===== config.mk =====
export PLATFORM = sky130hd
export DESIGN_NAME = slot_offset_gap_adjuster
export DESIGN_NICKNAME = d
export VERILOG_FILES = /design/src/hdl/sog_pkg.sv /design/src/hdl/slot_offset_gap_adjuster.sv /design/src/hdl/sog_div.sv /design/src/hdl/sog_ctrl.sv /design/src/hdl/sog_datapath.sv
export SDC_FILE = /design/constraint.sdc
export NUM_CORES = 2
export LEC_CHECK = 0
export CORE_UTILIZATION = 25
export DETAILED_ROUTE_END_ITERATION = 8
export DONT_BUFFER_PORTS = 1
export GPL_TIMING_DRIVEN = 0
export SYNTH_ARGS = -nofsm -noshare
export SYNTH_HDL_FRONTEND = slang
export SYNTH_SLANG_ARGS = --single-unit
export TNS_END_PERCENT = 5

===== constraint.sdc =====
create_clock -name clk -period 11.25 [get_ports clk]
set_input_delay 0.5625 -clock clk [delete_from_list [all_inputs] [get_ports clk]]
set_output_delay 0.5625 -clock clk [all_outputs]
set_load 0.05 [all_outputs]

===== src/hdl/sog_pkg.sv =====
// Shared types and codes for the slot offset gap adjuster.
// Used by sog_div, sog_ctrl, sog_datapath and the top level.
`default_nettype none
package sog_pkg;

	localparam logic [1:0] FUNC_CLEAR  = 2'd0;
	localparam logic [1:0] FUNC_ADD    = 2'd1;
	localparam logic [1:0] FUNC_EVAL   = 2'd2;
	localparam logic [1:0] FUNC_UNUSED = 2'd3;

	localparam logic [1:0] DIV_CLAIM = 2'd0;
	localparam logic [1:0] DIV_OWN   = 2'd1;
	localparam logic [1:0] DIV_TIME  = 2'd2;

	localparam logic [1:0] RD_K    = 2'd0;
	localparam logic [1:0] RD_J    = 2'd1;
	localparam logic [1:0] RD_ZERO = 2'd2;

	localparam logic [15:0] IV_RESET = 16'd128;
	localparam logic [15:0] IV_MIN   = 16'd2;
	localparam logic [14:0] CLAIM_SAT = 15'h7fff;

	typedef struct packed {
		logic       clear;
		logic       add;
		logic       load_own;
		logic       div_go;
		logic [1:0] div_sel;
		logic       st_claim;
		logic       st_own;
		logic       st_off;
		logic       k_clr;
		logic       k_inc;
		logic       j_clr;
		logic       j_inc;
		logic       rd_time;
		logic       rd_off;
		logic [1:0] rd_sel;
		logic       st_first;
		logic       st_ok;
		logic       upd_nd;
		logic       upd_gap;
		logic       out_load;
	} cmd_t;

	typedef struct packed {
		logic div_busy;
		logic k_last;
		logic j_last;
		logic cnt_zero;
		logic cnt_lt2;
		logic keep;
		logic out_free;
	} sts_t;

endpackage
`default_nettype wire


===== src/hdl/slot_offset_gap_adjuster.sv =====
// Top level of the slot offset gap adjuster: controller plus datapath.
// Depends on sog_pkg, sog_ctrl, sog_datapath (and sog_div below it).
//
// Channel   Direction  Payload
// s_*       in         tuser: func; tdata: beacon_time, own_offset
// m_*       out        tdata: new_offset, moved, claim_ticks, share_ticks, overflow
// cfg_*     in         cfg_data: interval_ticks
//
// Clear and add items are handled in the idle state without leaving it.
// Evaluate with n neighbors runs 16-bit divides for the claim, the own offset and each
// neighbor offset; with an empty list the neighbor divides are skipped. When the offset
// is moved and n >= 2, a pairwise gap search follows.
// arst_n clears the list count, overflow flag, interval (to 128) and controller.
// A stalled result holds in the output register; clear and add still go through.
`default_nettype none
module slot_offset_gap_adjuster import sog_pkg::*; #(
	parameter int MAX_NEIGHBOR_ENTRIES = 32
) (
	input  wire logic        clk,
	input  wire logic        arst_n,
	input  wire logic        s_tvalid,
	output logic             s_tready,
	input  wire logic [31:0] s_tdata,   // beacon_time[15:0], own_offset[31:16]
	input  wire logic [1:0]  s_tuser,   // func[1:0]
	output logic             m_tvalid,
	input  wire logic        m_tready,
	// new_offset[15:0], moved[16], claim_ticks[31:17], share_ticks[47:32],
	// overflow[48], zero fill[55:49]
	output logic [55:0]      m_tdata,
	input  wire logic        cfg_valid,
	output logic             cfg_ready,
	input  wire logic [15:0] cfg_data
);
	cmd_t cmd;
	sts_t sts;

	assign cfg_ready = 1'b1;

	sog_ctrl u_ctrl (
		.clk     (clk),
		.arst_n  (arst_n),
		.in_valid(s_tvalid),
		.in_func (s_tuser),
		.in_ready(s_tready),
		.sts     (sts),
		.cmd     (cmd)
	);

	sog_datapath #(
		.MAX_NEIGHBOR_ENTRIES(MAX_NEIGHBOR_ENTRIES)
	) u_dp (
		.clk        (clk),
		.arst_n     (arst_n),
		.cmd        (cmd),
		.sts        (sts),
		.beacon_time(s_tdata[15:0]),
		.own_offset (s_tdata[31:16]),
		.cfg_valid  (cfg_valid),
		.cfg_data   (cfg_data),
		.m_tvalid   (m_tvalid),
		.m_tready   (m_tready),
		.m_tdata    (m_tdata)
	);
endmodule
`default_nettype wire


===== src/hdl/sog_div.sv =====
// Restoring 16-bit divider, one quotient bit per cycle.
// Depends on sog_pkg; used by sog_datapath for claim and modulo operations.
`default_nettype none
module sog_div import sog_pkg::*; (
	input  wire logic        clk,
	input  wire logic        arst_n,
	input  wire logic        start,
	input  wire logic [15:0] dividend,
	input  wire logic [15:0] divisor,
	output logic             busy,
	output logic [15:0]      quotient,
	output logic [15:0]      remainder
);
	logic [15:0] rem_q, quo_q, dvs_q;
	logic [4:0]  cnt_q;
	logic [16:0] trial;
	logic        fits;

	assign trial = {rem_q, quo_q[15]};
	assign fits  = trial >= {1'b0, dvs_q};

	always_ff @(posedge clk or negedge arst_n) begin
		if (!arst_n) begin
			cnt_q <= '0;
		end else if (start) begin
			cnt_q <= 5'd16;
		end else if (cnt_q != 5'd0) begin
			cnt_q <= cnt_q - 5'd1;
		end
	end

	always_ff @(posedge clk) begin
		if (start) begin
			rem_q <= '0;
			quo_q <= dividend;
			dvs_q <= divisor;
		end else if (cnt_q != 5'd0) begin
			rem_q <= fits ? 16'(trial - {1'b0, dvs_q}) : trial[15:0];
			quo_q <= {quo_q[14:0], fits};
		end
	end

	assign busy      = cnt_q != 5'd0;
	assign quotient  = quo_q;
	assign remainder = rem_q;
endmodule
`default_nettype wire


===== src/hdl/sog_ctrl.sv =====
// Sequencer for list updates and the evaluate walk.
// Depends on sog_pkg; drives sog_datapath through cmd_t and reads sts_t.
`default_nettype none
module sog_ctrl import sog_pkg::*; (
	input  wire logic       clk,
	input  wire logic       arst_n,
	input  wire logic       in_valid,
	input  wire logic [1:0] in_func,
	output logic            in_ready,
	input  wire sts_t       sts,
	output cmd_t            cmd
);
	typedef enum logic [15:0] {
		S_IDLE    = 16'h0001,
		S_CLAIM   = 16'h0002,
		S_CLAIM_W = 16'h0004,
		S_OWN     = 16'h0008,
		S_OWN_W   = 16'h0010,
		S_TRD     = 16'h0020,
		S_TDIV    = 16'h0040,
		S_TDIV_W  = 16'h0080,
		S_DECIDE  = 16'h0100,
		S_FIRST   = 16'h0200,
		S_PK      = 16'h0400,
		S_PKW     = 16'h0800,
		S_PJ      = 16'h1000,
		S_PJW     = 16'h2000,
		S_PEND    = 16'h4000,
		S_FINISH  = 16'h8000
	} state_t;

	state_t state_q, state_d;

	assign in_ready = state_q == S_IDLE;

	always_comb begin
		state_d = state_q;
		cmd     = '0;
		unique case (state_q)
			S_IDLE: begin
				if (in_valid) begin
					cmd.clear = in_func == FUNC_CLEAR;
					cmd.add   = in_func == FUNC_ADD;
					if (in_func == FUNC_EVAL) begin
						cmd.load_own = 1'b1;
						state_d      = S_CLAIM;
					end
				end
			end
			S_CLAIM: begin
				cmd.div_go  = 1'b1;
				cmd.div_sel = DIV_CLAIM;
				state_d     = S_CLAIM_W;
			end
			S_CLAIM_W: begin
				if (!sts.div_busy) begin
					cmd.st_claim = 1'b1;
					state_d      = S_OWN;
				end
			end
			S_OWN: begin
				cmd.div_go  = 1'b1;
				cmd.div_sel = DIV_OWN;
				state_d     = S_OWN_W;
			end
			S_OWN_W: begin
				if (!sts.div_busy) begin
					cmd.st_own = 1'b1;
					cmd.k_clr  = 1'b1;
					state_d    = sts.cnt_zero ? S_FINISH : S_TRD;
				end
			end
			S_TRD: begin
				cmd.rd_time = 1'b1;
				state_d     = S_TDIV;
			end
			S_TDIV: begin
				cmd.div_go  = 1'b1;
				cmd.div_sel = DIV_TIME;
				state_d     = S_TDIV_W;
			end
			S_TDIV_W: begin
				if (!sts.div_busy) begin
					cmd.st_off = 1'b1;
					if (sts.k_last) begin
						state_d = S_DECIDE;
					end else begin
						cmd.k_inc = 1'b1;
						state_d   = S_TRD;
					end
				end
			end
			S_DECIDE: begin
				if (sts.keep) begin
					state_d = S_FINISH;
				end else begin
					cmd.rd_off = 1'b1;
					cmd.rd_sel = RD_ZERO;
					state_d    = S_FIRST;
				end
			end
			S_FIRST: begin
				cmd.st_first = 1'b1;
				cmd.k_clr    = 1'b1;
				state_d      = sts.cnt_lt2 ? S_FINISH : S_PK;
			end
			S_PK: begin
				cmd.rd_off = 1'b1;
				cmd.rd_sel = RD_K;
				cmd.j_clr  = 1'b1;
				state_d    = S_PKW;
			end
			S_PKW: begin
				cmd.st_ok = 1'b1;
				state_d   = S_PJ;
			end
			S_PJ: begin
				cmd.rd_off = 1'b1;
				cmd.rd_sel = RD_J;
				state_d    = S_PJW;
			end
			S_PJW: begin
				cmd.upd_nd = 1'b1;
				if (sts.j_last) begin
					state_d = S_PEND;
				end else begin
					cmd.j_inc = 1'b1;
					state_d   = S_PJ;
				end
			end
			S_PEND: begin
				cmd.upd_gap = 1'b1;
				if (sts.k_last) begin
					state_d = S_FINISH;
				end else begin
					cmd.k_inc = 1'b1;
					state_d   = S_PK;
				end
			end
			S_FINISH: begin
				if (sts.out_free) begin
					cmd.out_load = 1'b1;
					state_d      = S_IDLE;
				end
			end
			default: state_d = S_IDLE;
		endcase
	end

	always_ff @(posedge clk or negedge arst_n) begin
		if (!arst_n) begin
			state_q <= S_IDLE;
		end else begin
			state_q <= state_d;
		end
	end
endmodule
`default_nettype wire


===== src/hdl/sog_datapath.sv =====
// Neighbor list, offset store, divider, gap search registers and result register.
// Depends on sog_pkg and sog_div; commanded by sog_ctrl.
`default_nettype none
module sog_datapath import sog_pkg::*; #(
	parameter int MAX_NEIGHBOR_ENTRIES = 32
) (
	input  wire logic        clk,
	input  wire logic        arst_n,
	input  wire cmd_t        cmd,
	output sts_t             sts,
	input  wire logic [15:0] beacon_time,
	input  wire logic [15:0] own_offset,
	input  wire logic        cfg_valid,
	input  wire logic [15:0] cfg_data,
	output logic             m_tvalid,
	input  wire logic        m_tready,
	output logic [55:0]      m_tdata
);
	localparam int AW = (MAX_NEIGHBOR_ENTRIES > 1) ? $clog2(MAX_NEIGHBOR_ENTRIES) : 1;
	localparam int CW = $clog2(MAX_NEIGHBOR_ENTRIES + 1);
	localparam logic [CW-1:0] CNT_MAX = CW'(MAX_NEIGHBOR_ENTRIES);

	logic [15:0]   interval_q, iv;
	logic [CW-1:0] count_q;
	logic          ovf_q;
	logic [15:0]   time_mem [MAX_NEIGHBOR_ENTRIES];
	logic [15:0]   offs_mem [MAX_NEIGHBOR_ENTRIES];
	logic [15:0]   time_rd_q, offs_rd_q;
	logic [AW-1:0] k_q, j_q, rd_addr;
	logic [15:0]   own_q, own_m_q, claim_q, share_q;
	logic [15:0]   first_q, ok_q, nd_q, gstart_q;
	logic [16:0]   gsize_q;
	logic          nd_found_q;

	logic        div_busy;
	logic [15:0] div_a, div_b, div_quo, div_rem;
	logic [16:0] d_sum, d_dist, p_sum;
	logic [15:0] p_dist;
	logic [15:0] gs_start;
	logic [16:0] gs_size, mid_sum, end_sum, back_sum;
	logic [15:0] end_mod, mid_mod, back_mod, new_off;
	logic        keep;

	assign iv = (interval_q < IV_MIN) ? IV_MIN : interval_q;

	always_ff @(posedge clk or negedge arst_n) begin
		if (!arst_n) begin
			interval_q <= IV_RESET;
		end else if (cfg_valid) begin
			interval_q <= cfg_data;
		end
	end

	always_ff @(posedge clk or negedge arst_n) begin
		if (!arst_n) begin
			count_q <= '0;
			ovf_q   <= 1'b0;
		end else if (cmd.clear) begin
			count_q <= '0;
			ovf_q   <= 1'b0;
		end else if (cmd.add) begin
			if (count_q < CNT_MAX) begin
				count_q <= count_q + CW'(1);
			end else begin
				ovf_q <= 1'b1;
			end
		end
	end

	always_ff @(posedge clk) begin
		if (cmd.add && count_q < CNT_MAX) begin
			time_mem[count_q[AW-1:0]] <= beacon_time;
		end
		if (cmd.rd_time) begin
			time_rd_q <= time_mem[k_q];
		end
	end

	always_comb begin
		unique case (cmd.rd_sel)
			RD_K:    rd_addr = k_q;
			RD_J:    rd_addr = j_q;
			default: rd_addr = '0;
		endcase
	end

	always_ff @(posedge clk) begin
		if (cmd.st_off) begin
			offs_mem[k_q] <= div_rem;
		end
		if (cmd.rd_off) begin
			offs_rd_q <= offs_mem[rd_addr];
		end
	end

	always_ff @(posedge clk or negedge arst_n) begin
		if (!arst_n) begin
			k_q <= '0;
			j_q <= '0;
		end else begin
			if (cmd.k_clr) begin
				k_q <= '0;
			end else if (cmd.k_inc) begin
				k_q <= k_q + AW'(1);
			end
			if (cmd.j_clr) begin
				j_q <= '0;
			end else if (cmd.j_inc) begin
				j_q <= j_q + AW'(1);
			end
		end
	end

	always_comb begin
		unique case (cmd.div_sel)
			DIV_CLAIM: begin
				div_a = iv;
				div_b = 16'(count_q) + 16'd1;
			end
			DIV_OWN: begin
				div_a = own_q;
				div_b = iv;
			end
			default: begin
				div_a = time_rd_q;
				div_b = iv;
			end
		endcase
	end

	sog_div u_div (
		.clk      (clk),
		.arst_n   (arst_n),
		.start    (cmd.div_go),
		.dividend (div_a),
		.divisor  (div_b),
		.busy     (div_busy),
		.quotient (div_quo),
		.remainder(div_rem)
	);

	// Forward distance from own offset to a fresh neighbor offset.
	assign d_sum  = {1'b0, div_rem} + {1'b0, iv} - {1'b0, own_m_q};
	assign d_dist = (d_sum >= {1'b0, iv}) ? d_sum - {1'b0, iv} : d_sum;

	// Forward distance from the outer offset to the inner one.
	assign p_sum  = {1'b0, offs_rd_q} + {1'b0, iv} - {1'b0, ok_q};
	assign p_dist = (p_sum >= {1'b0, iv}) ? 16'(p_sum - {1'b0, iv}) : p_sum[15:0];

	always_ff @(posedge clk) begin
		if (cmd.load_own) begin
			own_q <= own_offset;
		end
		if (cmd.st_claim) begin
			claim_q <= div_quo;
		end
		if (cmd.st_own) begin
			own_m_q <= div_rem;
			share_q <= iv;
		end else if (cmd.st_off && d_dist < {1'b0, share_q}) begin
			share_q <= d_dist[15:0];
		end
		if (cmd.st_first) begin
			first_q <= offs_rd_q;
			gsize_q <= '0;
		end else if (cmd.upd_gap && nd_found_q &&
				({1'b0, nd_q} > gsize_q ||
				({1'b0, nd_q} == gsize_q && ok_q < gstart_q))) begin
			gsize_q  <= {1'b0, nd_q};
			gstart_q <= ok_q;
		end
		if (cmd.st_ok) begin
			ok_q       <= offs_rd_q;
			nd_found_q <= 1'b0;
		end else if (cmd.upd_nd && p_dist != 16'd0 &&
				(!nd_found_q || p_dist < nd_q)) begin
			nd_q       <= p_dist;
			nd_found_q <= 1'b1;
		end
	end

	// A zero-size gap means all neighbors coincide: the whole period is the gap.
	assign gs_start = (gsize_q == 17'd0) ? first_q : gstart_q;
	assign gs_size  = (gsize_q == 17'd0) ? {1'b0, iv} : gsize_q;
	assign mid_sum  = {1'b0, gs_start} + {1'b0, gs_size[16:1]};
	assign mid_mod  = (mid_sum >= {1'b0, iv}) ? 16'(mid_sum - {1'b0, iv}) : mid_sum[15:0];
	assign end_sum  = {1'b0, gs_start} + gs_size;
	assign end_mod  = (end_sum >= {1'b0, iv}) ? 16'(end_sum - {1'b0, iv}) : end_sum[15:0];
	assign back_sum = {1'b0, end_mod} + {1'b0, iv} - {1'b0, claim_q};
	assign back_mod = (back_sum >= {1'b0, iv}) ? 16'(back_sum - {1'b0, iv}) : back_sum[15:0];

	assign keep    = count_q == '0 || share_q >= claim_q;
	assign new_off = keep ? own_q :
		(gs_size >= {claim_q, 1'b0}) ? mid_mod : back_mod;

	always_ff @(posedge clk or negedge arst_n) begin
		if (!arst_n) begin
			m_tvalid <= 1'b0;
		end else if (cmd.out_load) begin
			m_tvalid <= 1'b1;
		end else if (m_tready) begin
			m_tvalid <= 1'b0;
		end
	end

	always_ff @(posedge clk) begin
		if (cmd.out_load) begin
			m_tdata <= {7'd0, ovf_q, share_q,
				(claim_q > {1'b0, CLAIM_SAT}) ? CLAIM_SAT : claim_q[14:0],
				~keep, new_off};
		end
	end

	assign sts.div_busy = div_busy;
	assign sts.k_last   = (CW'(k_q) + CW'(1)) == count_q;
	assign sts.j_last   = (CW'(j_q) + CW'(1)) == count_q;
	assign sts.cnt_zero = count_q == '0;
	assign sts.cnt_lt2  = count_q < CW'(2);
	assign sts.keep     = keep;
	assign sts.out_free = !m_tvalid || m_tready;

	a_count_bound: assert property (@(posedge clk) disable iff (!arst_n)
		count_q <= CNT_MAX) else $error("neighbor count beyond capacity");
	a_no_overwrite: assert property (@(posedge clk) disable iff (!arst_n)
		cmd.out_load |-> (!m_tvalid || m_tready)) else $error("result overwritten");
	a_div_idle: assert property (@(posedge clk) disable iff (!arst_n)
		cmd.div_go |-> !div_busy) else $error("divider restarted while busy");
	a_div_runs: assert property (@(posedge clk) disable iff (!arst_n)
		cmd.div_go |=> div_busy) else $error("divider did not start");
endmodule
`default_nettype wire


After elaboration in Yosys (flattened, before gate mapping)
Memories as Yosys holds them, arrays and structs flattened. A register that Yosys moved wholly into a read port is not among the register bits.
Cells that the tools add are included.
{"block": "totals", "ff_bits": 297, "ram_bits": 1024, "in_bits": 55, "output_inout_bits": 59, "n_memories": 2}
{"block": "classes", "addsub": 21, "order_cmp": 16, "n_eq_ne": 30, "n_mux": 73, "n_bitwise": 3, "n_reduce_logical": 32}
{"name": "u_dp.offs_mem", "words": 32, "word_bits": 16, "rd": 1, "rd_ports_with_merged_regs": 1, "write_ports": 1, "line_no": "sog_datapath.sv:27", "text": "logic [15:0] offs_mem [MAX_NEIGHBOR_ENTRIES];"}
{"name": "u_dp.time_mem", "words": 32, "word_bits": 16, "rd": 1, "rd_ports_with_merged_regs": 1, "write_ports": 1, "line_no": "sog_datapath.sv:26", "text": "logic [15:0] time_mem [MAX_NEIGHBOR_ENTRIES];"}
{"cell": "$mux 16", "n": 25}
{"cell": "$pmux 16 s16", "n": 1}
{"cell": "$ge 17x16->1", "n": 6}
{"cell": "$sub 16x16->16", "n": 5}
{"cell": "$add 16x16->17", "n": 4}
{"cell": "$sub 17x16->17", "n": 4}
{"cell": "$lt 16x16->1", "n": 2}
{"cell": "$pmux 16 s2", "n": 1}
{"cell": "$mux 5", "n": 6}
{"cell": "$mux 1", "n": 26}
{"cell": "$mux 6", "n": 3}
{"cell": "$pmux 3 s3", "n": 2}
{"cell": "$add 16x15->17", "n": 1}
{"cell": "$ge 17x17->1", "n": 1}
{"cell": "$logic_not 17->1", "n": 1}
{"cell": "$lt 17x16->1", "n": 1}
{"cell": "$mux 17", "n": 1}
{"cell": "$eq 16x1->1 const B", "n": 1}
{"cell": "$eq 16x10->1 const B", "n": 1}
{"cell": "$eq 16x11->1 const B", "n": 1}
{"cell": "$eq 16x12->1 const B", "n": 1}
{"cell": "$eq 16x13->1 const B", "n": 1}
{"cell": "$eq 16x14->1 const B", "n": 1}
{"cell": "$eq 16x15->1 const B", "n": 1}
{"cell": "other kinds (42)", "n": 78}

Depth between registers and ports, before layout
{"block": "logic_depth", "ltp_word": 12, "ltp_mapped": 47, "ltp_nobuf": 42}

Modules after synthesis
A second synthesis with hierarchy kept.
{"block": "hier_totals", "cells_unflattened": 4498, "hier_area_um2": 65182.5}
{"mod": "sog_datapath", "instances": 1, "cells_per_inst": 4083, "area_per_inst_um2": 60923.4, "seq_area_each_um2": 38217.9}
{"mod": "sog_div", "instances": 1, "cells_per_inst": 278, "area_per_inst_um2": 3011.6, "seq_area_each_um2": 1406.3}
{"mod": "sog_ctrl", "instances": 1, "cells_per_inst": 135, "area_per_inst_um2": 1236.2, "seq_area_each_um2": 401.6}
{"mod": "slot_offset_gap_adjuster", "instances": 1, "cells_per_inst": 2, "area_per_inst_um2": 11.3, "seq_area_each_um2": 0.0}

Least setup slack after synthesis
No wires, ideal clock.
{"block": "synth_path", "kind": "reg2reg", "start": "register u_dp.interval_q[7]", "end": "register u_dp.m_tdata[13], data pin", "t_arrival_ns": 8.971, "t_required_ns": 10.989, "setup_slack_ns": 2.018, "stages_incl_launch_ff": 41, "path_buffers": 2, "synth_period_minus_slack_ns": 9.232, "cell_sequence": "dfstp_2 nor4_1 a41oi_1 o21ai_0 ha_1 a21o_1 a21oi_1 nand2b_1 a211oi_1 nor3_1 nor3_1 and2_1 o21ai_0 a221oi_1 ha_1 nand3_1 nor4_1 a2111oi_0 [... 5 more ...] inv_1 ha_1 a211oi_1 nor2_1 o21a_1 nor2_1 xnor2_1 ha_1 a21o_1 o22ai_1 a21oi_1 a21oi_1 o21ai_0 nor2_1 o21a_1 nand2_1 mux2_2 a221o_1"}
{"block": "synth_via", "elab_chain_len": 12, "elab_cells_between_ends": 19, "classes_between": "add/sub: 7; order compare: 5; mux: 7"}
{"element": "from (decl)", "line_no": "sog_datapath.sv:23", "text": "logic [15:0] interval_q, iv;"}
{"element": "from (signal assigned)", "line_no": "sog_datapath.sv:50", "text": "interval_q <= cfg_data;"}
{"element": "$lt 16x2->1", "line_no": "sog_datapath.sv:44", "text": "assign iv = (interval_q < IV_MIN) ? IV_MIN : interval_q;"}
{"element": "$mux 16 (*)", "line_no": "sog_datapath.sv:44"}
{"element": "$mux 16", "line_no": "sog_datapath.sv:184", "text": "assign gs_size = (gsize_q == 17'd0) ? {1'b0, iv} : gsize_q;"}
{"element": "$add 16x16->17", "line_no": "sog_datapath.sv:187", "text": "assign end_sum = {1'b0, gs_start} + gs_size;"}
{"element": "$sub 16x16->16 or $ge 17x16->1 (tied branches)", "line_no": "sog_datapath.sv:188", "text": "assign end_mod = (end_sum >= {1'b0, iv}) ? 16'(end_sum - {1'b0, iv}) : end_sum[15:0];"}
{"element": "$mux 16", "line_no": "sog_datapath.sv:188"}
{"element": "$add 16x16->17", "line_no": "sog_datapath.sv:189", "text": "assign back_sum = {1'b0, end_mod} + {1'b0, iv} - {1'b0, claim_q};"}
{"element": "$sub 17x16->17", "line_no": "sog_datapath.sv:189"}
{"element": "$sub 16x16->16 or $ge 17x16->1 (tied branches)", "line_no": "sog_datapath.sv:190", "text": "assign back_mod = (back_sum >= {1'b0, iv}) ? 16'(back_sum - {1'b0, iv}) : back_sum[15:0];"}
{"element": "$mux 16", "line_no": "sog_datapath.sv:190"}
{"element": "$mux 16 (*)", "line_no": "sog_datapath.sv:194", "text": "(gs_size >= {claim_q, 1'b0}) ? mid_mod : back_mod;"}
{"element": "$mux 16 (*)", "line_no": "sog_datapath.sv:193", "text": "assign new_off = keep ? own_q :"}
{"element": "named net u_dp.new_off[13]", "line_no": "sog_datapath.sv:41", "text": "logic [15:0] end_mod, mid_mod, back_mod, new_off;"}
{"element": "to (signal assigned)", "line_no": "sog_datapath.sv:208", "text": "m_tdata <= {7'd0, ovf_q, share_q,"}
{"element": "to (decl)", "line_no": "sog_datapath.sv:17", "text": "output logic [55:0] m_tdata"}
The timed path passes the listed nets; every way through them passes the cells marked *.
A chain may end at the register's enable or synchronous reset.

Final worst setup path
{"block": "layout_path", "start": "register u_dp.interval_q[5]", "end": "register u_dp.m_tdata[10], data pin"}
The elaborated chain is that of the path after synthesis.

==> key figures <==
Routing
  • DRT met1 WL: 84100 µm
  • Via density: 5.00
  • DR WL/cell: 23.4 µm
  • Vias: 43.6k
  • DRC Markers: 0
  • Routed WL: 204000 µm
  • Max Used Layer: met5
  • Met2 wire length: 94000 µm
  • DR iter-0 viols: 5279
  • TritonRoute pass-1 iters: 7
  • Antenna-violating nets left: 0
  • DR WL met3: 16400 µm

CTS
  • H-tree levels: 4
  • # clock sinks: 1353
  • Worst skew pair latency: 0.83 ns
  • Clk slew on worst S/H paths: 0.06 ns
  • CTS tree: yes
  • Root Buffer: clkbuf_16
  • Num CTS Buffers: 147
  • CTS max path bufs: 3

Synthesis
  • Post-Synthesis Mean Instance Area: 13.2 µm²
  • Sequential fraction of the synthesis area: 61.7%
  • Synth Instances: 4929
  • Number of flops mapped to enable cells by yosys: 1265
  • Top_reg_cell synth: edfxtp_1
  • Synthesis warning total: 0
  • Top cell type's share of synthesized area: 58.6%
  • Post-synthesis async set-or-reset flop share: 4.07%
  • Register bit total from synthesis: 1353
  • Area leader, netlist: edfxtp_1
  • Largest cells by area after synthesis: edfxtp_1 (59%), ha_1 (5.4%), mux4_2 (4.4%)
  • Distinct cell type count of the synthesized netlist: 93
  • Cell Area, Synth: 64800 µm²

Die
  • Die area: 261000 µm²
  • Row cnt: 186
  • Die width: 511 µm
  • Core area: 257000 µm²
  • Starting Density: 25.2%
  • IO Pins: 114
  • Die height: 511 µm

Worst hold path
  • Type of the tightest min-delay check: input pin to flop

GRT
  • First-pass GRT wire length: 292000 µm
  • Total GRT Usage: 15.1%
  • Antenna violations before repair: 9
  • Vias in the first global route: 42.2k
  • Total grt overflow: 0
  • Largest net degree at the start of global routing: 56

Critical path
  • Arr. time, crit path: 11.53 ns
  • Crit-path max cell delay: 0.83 ns
  • Cell mode on critical path: ha_1
  • CP Launch Type: flop
  • Required @ worst endpoint: 11.74 ns
  • Worst Path Max Fanout: 10
  • Crit end category: flop
  • Crit path kind: flop to flop
  • CP max stage cell: inv_1

Layout
  • Final Core Density: 29.5%
  • Reg area: 40100 µm²
  • Layout cells sized above 1: 13.5%
  • Commonest non-fill, non-tap cell in the layout: edfxtp_1
  • Fill cell count: 25.7k
  • Final #Nets: 5594
  • Area growth syn-to-layout: 17.3%
  • Most frequent cells in the layout: edfxtp_1 (1265), nand2_1 (463), nand3_1 (370)
  • Footprint of the multi-input gates: 23300 µm²

Status
  • Violated checks: capacitance limit, slew limit
  • Status: complete, but fails checks

Pwr
  • Max VDD drop: 0.360 mV
  • P per Cell Area: 232 nW/µm²
  • Static leakage power: 26.1 nW

Run
  • Max Cap Viol: 1

STA
  • WHS: 0.0528 ns
  • Post-route setup slack: 0.208 ns
  • Final Max Tran Viols: 8
  • Final worst-path cycle share: 98.2%
  • Slew margin rel.: -1.04%
  • Post-Route Skew: 0.0777 ns
  • Setup TNS: 0 ns
  • Final hold vios: 0
  • Tmin final: 11.04 ns
  • Fmax: 0.0906 GHz
  • Worst-Margin Slew: 1.51 ns
  • Final setup vio count: 0

Place
  • Placer Congestion: 0.945
  • Setup Slack @ Placement: -1.18 ns
  • Hpwl dp: 147000 µm
  • IO buf count: 0
[per-stage QoR]
| step | cell area, µm² | cells | total power [mW] |
|---|---|---|---|
| global placement | 69100 | 8319 | 12.4 |
| global route | 76000 | 8705 | 18.5 |
| detailed placement | 70300 | 8379 | 12.6 |
| floorplan | 64900 | 4935 | 10.7 |
| CTS | 75900 | 8704 | 17.5 |
| finish | 76000 | 8707 | 17.6 |
[critical path, delay by kind of cell (launching register included)]
kind | cells | cell delay, ns
AO/OA/AOI/OAI | 12 | 3.33
multiplexers | 2 | 0.84
XOR/XNOR | 1 | 0.16
AND/OR/NAND/NOR | 11 | 1.95
adder cells (fa/ha/maj) | 5 | 2.08
buffers and inverters | 6 | 1.79
flip-flops | 1 | 0.56
[final cells by class]
type | count | area share [%]
sequential | 1353 | 52.7
buffer | 236 | 1.44
clock inverter | 89 | 1.22
clock buffer | 175 | 5.02
inverter | 242 | 1.20
multi-input combinational | 3103 | 30.6
timing repair buffer | 122 | 2.29
antenna | 3 | 0.00987
tap | 3384 | 5.57
[report_power, final]
part / total (mW) / internal (mW) / switching [mW]
clock network: 4.74 / 2.65 / 2.10
registers: 6.28 / 6.03 / 0.248
logic: 6.62 / 2.79 / 3.83
total: 17.6 / 11.5 / 6.17
[synth_stat cells (all sizes together), types with 12 or more instances]
library cell and instances:
edfxtp 1265, fa 56, o211ai 27, nor3 66, o22ai 55, mux2 69
and3 19, mux4 128, nand4 40, a21o 62, a21oi 282, a31oi 32
o21a 32, or3 41, o32ai 19, nor4 42, nand2b 38, a211oi 42
xnor2 117, inv 241, ha 278, xor2 47, clkbuf 133, buf 104
nand3b 12, a22oi 55, dfxtp 33, nor2 265, mux2i 58, o21bai 14
dfrtp 53, o31ai 12, nand3 370, nand2 466, o21ai 162, or2 12
nor2b 38
[repair_timing]
item / CTS / global route
pin swaps: 0 / 1
setup buffers: 1 / 1
setup endpoints to repair: 16 / 16
hold endpoints to repair: 606 / 0
resized for setup: 30 / 37
cloned: 0 / 0
hold buffers: 60 / 0
[cells by family (layout without fill, tap and decap cells)]
kind of cell | Yosys count | after routing | synth area share, %
AND/OR/NAND/NOR | 1451 | 1451 | 10.6
buffers and inverters | 479 | 864 | 3.06
flip-flops | 1353 | 1353 | 61.7
adder cells (fa/ha/maj) | 334 | 334 | 7.09
other | 2 | 11 | 0.0116
multiplexers | 255 | 255 | 6.57
AO/OA/AOI/OAI | 891 | 891 | 8.76
XOR/XNOR | 164 | 164 | 2.21
[worst paths after layout]
check                                         from              endpoint  slack, ns  depth (start not counted)
setup reg to reg                u_dp.interval_q[5]      u_dp.m_tdata[10]       0.21                         37
setup / recovery                u_dp.interval_q[5]      u_dp.m_tdata[10]       0.21                         37
hold / removal                          s_tdata[0]  u_dp.time_mem[18][0]       0.05                          1
hold reg to reg            u_dp.u_div.quotient[11]      u_dp.claim_q[11]       0.44                          0
min in group asynchronous                   arst_n    u_ctrl.state_q[15]       0.30                          2
max in group asynchronous                   arst_n    u_dp.interval_q[7]      10.65                          2
[routing by layer]
layer,vias to the layer above,track usage (%)
li1,19218,-
met1,22017,19.9
met2,1928,24.2
met3,387,3.03
met4,6,6.45
met5,-,0
Note: power is estimated with default switching activity, not from simulation.
